## src/rtl/core/bpc_pkg.sv

```systemverilog
// Shared types and codes for the bus transaction phase checker.
// Holds the event and phase enums, packet type codes and beat structs; no dependencies.
package bpc_pkg;

  typedef enum logic [2:0] {
    CMD_BEGIN       = 3'd0,
    CMD_FINISH      = 3'd1,
    CMD_ACK         = 3'd2,
    CMD_NAK         = 3'd3,
    CMD_IGNORE      = 3'd4,
    CMD_STATUS_SENT = 3'd5,
    CMD_DATA_SENT   = 3'd6,
    CMD_PAYLOAD_GOT = 3'd7
  } cmd_t;

  typedef enum logic [3:0] {
    PH_IDLE         = 4'd0,
    PH_NEED_ACK     = 4'd1,
    PH_DID_ACK      = 4'd2,
    PH_DID_NAK      = 4'd3,
    PH_DID_IGNORE   = 4'd4,
    PH_HAVE_PAYLOAD = 4'd5,
    PH_GOT_PAYLOAD  = 4'd6,
    PH_NEED_STATUS  = 4'd7,
    PH_SENT_STATUS  = 4'd8,
    PH_FEED_ME      = 4'd9,
    PH_BEEN_FED     = 4'd10
  } phase_t;

  localparam logic [3:0] TY_STATUS  = 4'h1;
  localparam logic [3:0] TY_HOSTACK = 4'h2;
  localparam logic [3:0] TY_CLEAR   = 4'h3;
  localparam logic [3:0] TY_RECEIVE = 4'h4;
  localparam logic [3:0] TY_SEND    = 4'h6;
  localparam logic [3:0] TY_HOSTNAK = 4'h7;
  localparam logic [3:0] TY_READY   = 4'hd;
  localparam logic [3:0] TY_NONE    = 4'h0;

  typedef struct packed {
    logic [2:0] cmd;
    logic [3:0] packet_type;
  } evt_t;

  typedef struct packed {
    logic [3:0] phase_now;
    logic       violation;
  } res_t;

  typedef struct packed {
    phase_t     phase;
    logic [3:0] latched_type;
  } st_t;

endpackage

```

## src/rtl/core/bpc_step.sv

```systemverilog
// Transition logic: next phase, latched type and violation flag for one event.
// Purely combinational; uses bpc_pkg.
module bpc_step
  import bpc_pkg::*;
(
  input  st_t        st,
  input  evt_t       evt,
  output st_t        st_next,
  output logic       violation
);

  always_comb begin
    st_next   = st;
    violation = 1'b0;
    unique case (cmd_t'(evt.cmd))
      CMD_BEGIN: begin
        st_next.latched_type = evt.packet_type;
        case (evt.packet_type)
          TY_STATUS:                st_next.phase = PH_NEED_STATUS;
          TY_SEND:                  st_next.phase = PH_HAVE_PAYLOAD;
          TY_RECEIVE, TY_READY:     st_next.phase = PH_NEED_ACK;
          TY_CLEAR:                 st_next.phase = PH_FEED_ME;
          default:                  st_next.phase = st.phase;
        endcase
      end
      CMD_FINISH: begin
        case (st.latched_type)
          TY_STATUS: begin
            violation     = !(st.phase == PH_SENT_STATUS || st.phase == PH_DID_IGNORE);
            st_next.phase = PH_IDLE;
          end
          TY_RECEIVE, TY_SEND, TY_READY: begin
            violation     = !(st.phase == PH_DID_ACK || st.phase == PH_DID_NAK ||
                              st.phase == PH_DID_IGNORE);
            st_next.phase = PH_IDLE;
          end
          TY_CLEAR: begin
            violation     = (st.phase != PH_BEEN_FED);
            st_next.phase = PH_IDLE;
          end
          TY_HOSTACK, TY_HOSTNAK: st_next.phase = PH_IDLE;
          default:                st_next.phase = st.phase;
        endcase
      end
      CMD_ACK: begin
        violation     = !(st.phase == PH_NEED_ACK || st.phase == PH_GOT_PAYLOAD);
        st_next.phase = PH_DID_ACK;
      end
      CMD_NAK: begin
        violation     = !(st.phase == PH_NEED_ACK || st.phase == PH_GOT_PAYLOAD);
        st_next.phase = PH_DID_NAK;
      end
      CMD_IGNORE: begin
        violation     = !(st.phase == PH_NEED_ACK || st.phase == PH_NEED_STATUS);
        st_next.phase = PH_DID_IGNORE;
      end
      CMD_STATUS_SENT: begin
        violation     = (st.phase != PH_NEED_STATUS);
        st_next.phase = PH_SENT_STATUS;
      end
      CMD_DATA_SENT: begin
        violation     = !(st.phase == PH_FEED_ME || st.phase == PH_NEED_STATUS);
        st_next.phase = (st.phase == PH_FEED_ME) ? PH_BEEN_FED : st.phase;
      end
      CMD_PAYLOAD_GOT: begin
        violation     = (st.phase != PH_HAVE_PAYLOAD);
        st_next.phase = PH_GOT_PAYLOAD;
      end
    endcase
  end

endmodule
```

## config.mk

```make
export PLATFORM = sky130hd
export DESIGN_NAME = bpc_step
export DESIGN_NICKNAME = d
export VERILOG_FILES = /design/src/rtl/core/bpc_pkg.sv /design/src/rtl/core/bpc_step.sv
export SDC_FILE = /design/constraint.sdc
export NUM_CORES = 1
export LEC_CHECK = 0
export ABC_CLOCK_PERIOD_IN_PS = 1500
export BUFFER_PORTS_ARGS = -buffer_cell sky130_fd_sc_hd__buf_4
export CORE_MARGIN = 2
export CORE_UTILIZATION = 36
export DETAILED_ROUTE_END_ITERATION = 6
export PLACE_DENSITY = 0.62
export SYNTH_ARGS = -nofsm -noshare
export SYNTH_HDL_FRONTEND = slang
export SYNTH_SLANG_ARGS = --single-unit
```

## constraint.sdc

```tcl
create_clock -name vclk -period 1.5
set_clock_uncertainty 0.15 [all_clocks]
set_input_delay 0.15 -clock vclk [all_inputs]
set_output_delay 0.15 -clock vclk [all_outputs]
set_load 0.05 [all_outputs]
```

* Word-level counts from Yosys, hierarchy flattened
Index checks and enable logic that the tools add are counted.
W data, S select, Z words.
** Word-level totals
- Bits in read-only memories :: 0
- RAM bits :: 0
- Bits in latches :: 0
- Bits of input ports :: 15
- Memories kept :: 0
- Bits in registers :: 0
- Output and inout port bits :: 9
- Word-level logic and storage cells :: 53
** Cells by class
- Shift operators :: 0
- Mux-type cells :: 7
- Magnitude comparators :: 0
- Equality and inequality tests :: 30
- Reduce and logical (&&, ||, !) cells :: 16
- $add $sub $neg :: 0
- Divide/modulo/power cells :: 0
- Multiply operators :: 0
- Bitwise logic cells :: 0
** Operators with widths (count)
- $eq A4 B3 Y1 const B :: 8
- $pmux W4 S8 :: 1
- $eq A4 B2 Y1 const B :: 5
- $eq A4 B4 Y1 const B :: 4
- $pmux W4 S4 :: 1
- $eq A3 B3 Y1 const B :: 4
- $eq A4 B1 Y1 const B :: 3
- $mux W4 :: 3
- $ne A4 B3 Y1 const B :: 2
- $reduce_or A7 Y1 :: 1
- $eq A3 B2 Y1 const B :: 2
- $logic_or A1 B1 Y1 :: 6
- $pmux W1 S6 :: 1
- $logic_not A1 Y1 :: 5
- $ne A4 B4 Y1 const B :: 1
- $reduce_or A2 Y1 :: 2
- $eq A3 B1 Y1 const B :: 1
- $logic_not A3 Y1 :: 1
- $pmux W1 S3 :: 1
- $reduce_or A3 Y1 :: 1

* Logic depth before layout (Yosys ltp)
Gate-level depths: netlist (run 1).
- Depth after elaboration :: 6
- Gate-level depth with buffers :: 5
- Mapped depth without buffers :: 4

* Worst setup path before layout (run 1)
OpenSTA, ideal clock, no wires.
- Path kind :: input-to-output
- Start :: input evt[4] in the netlist's numbering
- End :: output st_next[6] in the netlist's numbering
- Arrival time :: 1.851 ns
- Cell stages on the path :: 4
- Slack :: -0.651 ns
- Buffers on the path :: 1
- Path through :: buf_2 > nor3_4 > a32oi_1 > o21ai_0
** RTL lines
- start: declaration :: line bpc_step.sv:7 : input evt_t evt,
- end: declaration :: line bpc_step.sv:8 : output st_t st_next,

* Final worst setup path (run 1)
- Start :: input st[5] in the netlist's numbering
- End :: output violation
** On the way
- Word-level cells in the longest chain between the ends :: 6
** RTL lines
- start: declaration :: line bpc_step.sv:6 : input st_t st,
- $eq A4 B2 Y1 :: line bpc_step.sv:33 : violation = !(st.phase == PH_DID_ACK || st.phase == PH_DID_NAK ||
- $logic_or A1 B1 Y1 (2 in a row) :: line bpc_step.sv:33
- $logic_not A1 Y1 :: line bpc_step.sv:33
- $pmux W1 S3 :: line bpc_step.sv:27 : case (st.latched_type)
- $pmux W1 S6 * :: line bpc_step.sv:15 : unique case (cmd_t'(evt.cmd))
- end: declaration :: line bpc_step.sv:9 : output logic violation
Mark *: on every way between the ends. The rest lies on a longest branch, timed or not.

==> results of run 1 <==
-- power by group through the flow --
stage / logic, mW / registers, mW / clock network (mW)
CTS: 0.418 / 0 / 0
floorplan: 0.197 / 0 / 0
detailed placement: 0.355 / 0 / 0
global route: 0.492 / 0 / 0
finish: 0.468 / 0 / 0
global placement: 0.351 / 0 / 0
-- critical path: stages --
cell and delay [ns]:
buf_12 0.11, nand2b_4 0.13, o32a_1 0.36, o2111ai_2 0.21, nand4_1 0.12, buf_6 0.17
-- cell usage in the layout (no fill, tap or decap), drive strengths merged --
master,netlist,routed
a21boi,1,1
a21oi,4,4
a311o,1,1
a32oi,2,2
a41oi,1,1
and2,1,1
and3,1,1
and3b,3,3
buf,5,61
inv,6,6
mux2,4,4
nand2,3,3
nand2b,4,4
nand3b,3,3
nand4,2,2
nand4b,2,2
nor2,4,4
nor2b,3,3
nor3,2,2
nor3b,4,4
o2111ai,1,1
o21ai,10,10
o21bai,2,2
o221ai,2,2
o22ai,2,2
o2bb2a,1,1
o311a,2,2
o31ai,1,1
o32a,1,1
xor2,2,2
-- layout make-up --
class | instances | area [um2]
tap | 16 | 20.0
timing repair buffer | 61 | 591
inverter | 6 | 22.5
multi-input combinational | 69 | 678
fill | 62 | 143
-- kinds of logic after synthesis --
logic type             after synthesis  share of synthesized area, %
multiplexers                         4                          8.28
AND/OR/NAND/NOR                     32                          40.2
buffers and inverters               11                          8.73
XOR/XNOR                             2                          3.22
AO/OA/AOI/OAI                       31                          39.5
-- repair_timing --
action | CTS | global route
resized for setup | 37 | 29
endpoints found under the setup margin | 9 | 9
buffers inserted | 1 | 3
cloned | 0 | 0
pin swaps | 7 | 14
-- per-layer routing --
layer | global-route usage [%] | up-vias
met3 | 1.28 | 2
li1 | - | 429
met5 | 0 | -
met1 | 29.5 | 434
met2 | 47.0 | 16
met4 | 5.00 | 0
-- worst paths after layout --
path | cells after the start | startpoint | to
setup / recovery | 6 | st[5] | violation
hold / removal | 3 | st[3] | st_next[3]
-- stage by stage --
stage                     cells  total power, mW
after CTS                   149            0.418
after detailed placement    148            0.355
after floorplan              80            0.197
after global placement      148            0.351
final                       152            0.468
after global routing        152            0.492
==> results.yml, run 1 <==
sta:
  max_freq_mhz: 640
  setup_tns_ns: -0.322
  tightestPinTransition_ns: 0.298
  slew_headroom_pct: 79.9
  slew_viol_final: 0
  setup_viol: 7
  final-hold-violation-count: 0
  fin_crit_ns: 1.56
  hold_ws_ns: 0.544
  setup_ws_ns: -0.0635
  finalCritPeriodShare_pct: 104
  rsz0062_at_grt: "yes"
detailed_routing:
  wire_per_inst_um: 16.6
  drc_errors: 0
  drtIter0Drc: 16
  wirelength_um: 2530
  drt.antenna.violating_nets: 0
  met1_length_um: 1020
  wl_met3_um: 49
  num_vias: 881
  top_layer: "met4"
  wl_met2_um: 1440
  routed_via_density: 5.80
  first_pass_iters: 4
yosys:
  synth.distinct_cells: 33
  synth-seq-area-share_pct: 0
  synth_top_area_share_pct: 9.20
  syn_area_per_cell_um2: 6.80
  synth.most_common_cell: "o21ai_0"
  synthTopCellsByCount: "o21ai_0 (10), inv_1 (6), buf_2 (5)"
  synth_largest_area_cell: "o21ai_0"
  yosys_warnings: 0
  synth_area_leaders: "o21ai_0 (9.2%), mux2_2 (8.3%), buf_2 (4.6%)"
  syn_inst: 80
  syn_area_um2: 544
  syn_nets: 95
power:
  power.internal_mw: 0.235
  p_sw_mw: 0.233
  worst_ir_drop_vdd_v: 0.000278
  clockPowerShare_pct: 0
  swShare_pct: 49.7
  p_comb_share_pct: 100.0
  p_per_area_mw_per_mm2: 357
  p_seq_share_pct: 0
  p_leak_nw: 0.584
job:
  drv_cap: 0
final_layout:
  fin_util_pct: 90.2
  drive_gt1_share_pct: 68.4
  final.clkbuf_count: 0
  regArea_um2: 0
  fin_nets: 153
  syn2layout_area_growth_pct: 141
  design.seq.count: 0
  diodes: 0
  postLayoutCellArea_mm2: 0.00131
global_routing:
  grt_max_degree: 11
  antenna_found_initial: 0
  overflow: 0
  grt_pass1_wl_um: 3640
  grt_use_total_pct: 24.6
  grt_pass1_vias: 856
setup_path:
  cp-start-kind: "input pin"
  criticalPathCategory: "in2out"
  cp-end-kind: "output port"
  cp_max_fo: 8
  crit_arrival_ns: 1.26
  required_ns: 1.20
floorplanning:
  core_mm2: 0.00145
  fp.dieW_um: 42.9
  die_area_mm2: 0.00184
  boundaryPins: 24
  initial_utilization_pct: 37.4
  die_y_um: 42.9
  row_count: 14
run_status:
  violations: "setup timing"
  status: "finished, violations left"
placed_design:
  port_buffers: 24
  place_area_mm2: 0.00101
  place_ws_ns: -0.159
  place.gp.congestion: 0.802
  hpwl_um: 1580
hold_path:
  hp-class: "in2out"
clock_network:
  holdBufCountCts: 0
Power figures use the tool's default switching activity.
==> run 2: changes to the inputs <==
ABC_AREA = 1   (was default)
ABC_CLOCK_PERIOD_IN_PS = 1340   (was 1500)
PLACE_DENSITY = 0.63   (was 0.62)
TNS_END_PERCENT = 1   (was default)
clock period = 1.34 ns   (was 1.5 ns; I/O delays follow)
==> results.yml, run 2 <==
placed_design:
  place.gp.congestion: 0.868
  place_area_um2: 870
  port_buffers: 24
  hpwl_um: 1380
global_routing:
  grt_pass1_vias: 748
  overflow: 0
  grt_max_degree: 10
  grt_pass1_wl_um: 2950
  antenna_found_initial: 0
  grt_use_total_pct: 18.2
final_layout:
  final.clkbuf_count: 0
  final_common_cell: "nand2_1"
  layout_common_cells: "nand2_1 (37), buf_4 (19), nand3_1 (18)"
  fin_util_pct: 62.8
  syn2layout_area_growth_pct: 59.6
  drive_gt1_share_pct: 46.3
  postLayoutCellArea_um2: 968
  fin_nets: 166
  diodes: 0
  regArea_um2: 0
  nFillCells: 155
  design.seq.count: 0
detailed_routing:
  wire_per_inst_um: 10.6
  routed_via_density: 5.00
  drt.antenna.violating_nets: 0
  num_vias: 825
  wirelength_um: 1760
  first_pass_iters: 3
  drtIter0Drc: 9
  drc_errors: 0
sta:
  final-hold-violation-count: 0
  tightestPinTransition_ns: 0.225
  setup_viol: 0
  setup_tns_ns: 0
  fin_crit_ns: 1.30
  finalCritPeriodShare_pct: 97.1
  slew_viol_final: 0
  max_freq_mhz: 769
  hold_ws_ns: 0.485
  rsz0062_at_grt: "yes"
  slew_headroom_pct: 84.9
setup_path:
  cp-start-kind: "input pin"
  crit_arrival_ns: 1.02
  criticalPathCategory: "in2out"
  required_ns: 1.06
  cp-end-kind: "output port"
  cp_max_fo: 9
clock_network:
  cts_setup_buffers: 0
  holdBufCountCts: 0
power:
  finalPower_mw: 0.403
  p_per_area_mw_per_mm2: 416
  p_leak_nw: 0.491
  worst_ir_drop_vdd_v: 0.000244
floorplanning:
  initial_utilization_pct: 39.4
  row_count: 14
  boundaryPins: 24
  die_y_um: 45.1
  fp.dieW_um: 45.1
  core_mm2: 0.00154
  die_area_mm2: 0.00203
yosys:
  synth-seq-area-share_pct: 0
  synth.distinct_cells: 22
  syn_area_per_cell_um2: 5.10
  syn_area_um2: 607
  synth_area_leaders: "nand2_1 (24%), nand3_1 (15%), inv_1 (8.0%)"
  syn_inst: 119
  synthTopCellsByCount: "nand2_1 (39), nand3_1 (18), inv_1 (13)"
  synth_largest_area_cell: "nand2_1"
  synth.most_common_cell: "nand2_1"
  synth_top_area_share_pct: 24.1
  syn_nets: 134
  yosys_warnings: 0
hold_path:
  hp-class: "in2out"
  hold-path-cell-count: 4
  hold_path_end: "st_next[1]"
  holdCritStartpoint: "evt[1]"
job:
  drv_cap: 0
run_status:
  status: "completed"
## run 2: changes by cell type in the layout (fill, tap and decap cells not counted), moves of 6 or more
| cell | change |
|---|---|
| inv_2 | +8 |
| nand3_1 | +18 |
| nand2_2 | +6 |
| nand2_1 | +34 |
| nor2_4 | +6 |
| buf_6 | -8 |
| buf_4 | -16 |
## run 2: cells by family (layout without fill, tap and decap cells)
| family | after synthesis | count (layout) | share of synthesized area (%) |
|---|---|---|---|
| buf+inv | 21 | 51 | 16.3 |
| xor+xnor | 1 | 1 | 1.44 |
| simple gates | 87 | 87 | 70.3 |
| compound gates | 10 | 10 | 12.0 |
## run 2: repair_timing
item / CTS / global route
setup endpoints to repair: 9 / 9
gates resized for setup: 9 / 22
pin swaps: 0 / 14
## run 2: area by class of cell
| class | count | area (um2) | area share, % |
|---|---|---|---|
| timing repair buffer | 33 | 325 | 33.6 |
| tap | 16 | 20.0 | 2.07 |
| multi-input combinational | 98 | 553 | 57.1 |
| inverter | 18 | 70.1 | 7.24 |
## run 2: metrics by stage
step,setup WS [ns],cells
floorplan,-0.0468,119
detailed placement,-0.0313,165
global placement,-0.0242,165
finish,0.0388,165
global route,-0.0301,165
CTS,0.0113,165
## run 2: how the worst max path moves through the flow
stage | startpoint | end | slack [ns]
2_1_floorplan | evt[5] | st_next[4] | -0.05
3_3_place_gp | evt[5] | st_next[1] | -0.02
3_5_place_dp | st[1] | st_next[5] | -0.03
4_1_cts | evt[5] | st_next[5] | 0.01
5_1_grt | evt[6] | st_next[5] | -0.03
6_report | evt[4] | st_next[2] | 0.04
## run 2: critical path, cell delays in order
cell     delay [ns]
buf_4          0.14
buf_4          0.14
nor2_4         0.16
buf_12         0.15
nand2_2        0.06
o21ai_2        0.06
buf_6          0.18
## run 2: layer usage
layer  wire length (um)  up-vias  GRT usage (%)
met2                895       18           33.1
met4                  0        0              0
li1                   -      447              -
met3                 63        0              0
met1                797      360           25.5
met5                  0        -              0
## run 2: report_power, final
| part | total, mW | leakage (nW) | internal [mW] | switching [mW] |
|---|---|---|---|---|
| Sequential | 0 | 0 | 0 | 0 |
| Clock | 0 | 0 | 0 | 0 |
| Combinational | 0.403 | 0.491 | 0.163 | 0.240 |
| Total | 0.403 | 0.491 | 0.163 | 0.240 |
==> run 3: changes to the inputs <==
CELL_PAD_IN_SITES_DETAIL_PLACEMENT = 1   (was default)
CELL_PAD_IN_SITES_GLOBAL_PLACEMENT = 2   (was default)
CORE_UTILIZATION = 21   (was 36)
PLACE_DENSITY = 0.77   (was 0.63)
==> results.yml, run 3 (synthesized netlist as in run 2, its figures left out) <==
detailed_routing:
  num_vias: 857
  drtIter0Drc: 5
  drc_errors: 0
  wirelength_um: 2150
  first_pass_iters: 3
  drt.antenna.violating_nets: 0
  wire_per_inst_um: 11.7
  routed_via_density: 4.68
floorplanning:
  boundaryPins: 24
  die_y_um: 57.8
  row_count: 19
  fp.dieW_um: 57.8
  core_mm2: 0.00276
  initial_utilization_pct: 22.0
  die_area_mm2: 0.00334
sta:
  setup_viol: 1
  setup_ws_ns: -0.0110
  finalCritPeriodShare_pct: 101
  slew_viol_final: 0
  max_freq_mhz: 740
  hold_ws_ns: 0.479
  setup_tns_ns: -0.0110
  final-hold-violation-count: 0
  fin_crit_ns: 1.35
  rsz0062_at_grt: "yes"
  slew_headroom_pct: 81.1
  tightestPinTransition_ns: 0.282
global_routing:
  antenna_found_initial: 0
  grt_pass1_vias: 889
  grt_max_degree: 10
  grt_use_total_pct: 13.7
  grt_pass1_wl_um: 3860
  overflow: 0
setup_path:
  slowest_stage: "buf_6"
  critical_path.top_delay_family: "simple AND/OR/NAND/NOR gates"
  critPathMaxStageDelay_ns: 0.15
  cp_max_fo: 3
  cp_num_buf_inv: 4
  criticalPathCategory: "in2out"
  cp-start-kind: "input pin"
  required_ns: 1.06
  crit_arrival_ns: 1.07
  cp_cell_sequence: "buf_4 > nor2_4 > buf_4 > nand3_4 > nor2_4 > a21oi_1 > nand2_1 > inv_1 > nand2_1 > buf_6"
  cp-end-kind: "output port"
hold_path:
  hp-class: "in2out"
  holdCritStartpoint: "evt[1]"
  hold-path-cell-count: 4
  hold_path_end: "st_next[1]"
final_layout:
  layout_common_cells: "nand2_1 (33), buf_4 (24), nand3_1 (18)"
  syn2layout_area_growth_pct: 62.1
  regArea_um2: 0
  postLayoutCellArea_um2: 983
  diodes: 0
  nFillCells: 395
  final.clkbuf_count: 0
  design.seq.count: 0
  drive_gt1_share_pct: 46.1
  final_common_cell: "nand2_1"
  fin_nets: 169
  final_cells: 183
  fin_util_pct: 35.7
clock_network:
  holdBufCountCts: 0
  cts_setup_buffers: 0
placed_design:
  place_area_um2: 898
  place.gp.congestion: 0.755
  hpwl_um: 1820
  place_ws_ns: -0.0626
  post-place-cells: 183
  port_buffers: 24
power:
  finalPower_mw: 0.406
  worst_ir_drop_vdd_v: 0.000224
  p_per_area_mw_per_mm2: 413
  p_leak_nw: 0.499
run_status:
  status: "finished, violations left"
  violations: "setup timing"
job:
  drv_cap: 0
[run 3: how the worst max path moves through the flow]
stage                       from    endpoint  slack, ns  cells past startpoint
after floorplan           evt[5]  st_next[4]      -0.05                      7
after global placement    evt[5]  st_next[5]      -0.06                     10
after detailed placement  evt[5]  st_next[5]      -0.06                     10
after CTS                 evt[5]  st_next[6]     0.0007                      8
after global routing      evt[6]  st_next[5]      -0.09                     10
final                     evt[6]  st_next[5]      -0.01                     10
[run 3: layer usage]
| layer | vias to the layer above | GRT usage (%) | routed length [um] |
|---|---|---|---|
| met1 | 391 | 19.4 | 987 |
| met3 | 0 | 0.446 | 94 |
| met5 | - | 0 | 0 |
| li1 | 450 | - | - |
| met4 | 0 | 0 | 0 |
| met2 | 16 | 24.7 | 1060 |
[run 3: layout make-up]
type / count / area [um2] / area share (%)
Tap cell: 31 / 38.8 / 3.94
Multi-Input combinational cell: 98 / 549 / 55.9
Timing Repair Buffer: 36 / 328 / 33.3
Inverter: 18 / 67.6 / 6.87
[run 3: repair_timing]
item                                    CTS  global route
gates cloned                              0             0
resized for setup                        10            16
endpoints found under the setup margin    9             9
pin swaps                                 0             7
[run 3: where the power goes]
group	switching [mW]	total, mW	internal, mW
logic	0.245	0.406	0.161
clock network	0	0	0
registers	0	0	0
total	0.245	0.406	0.161
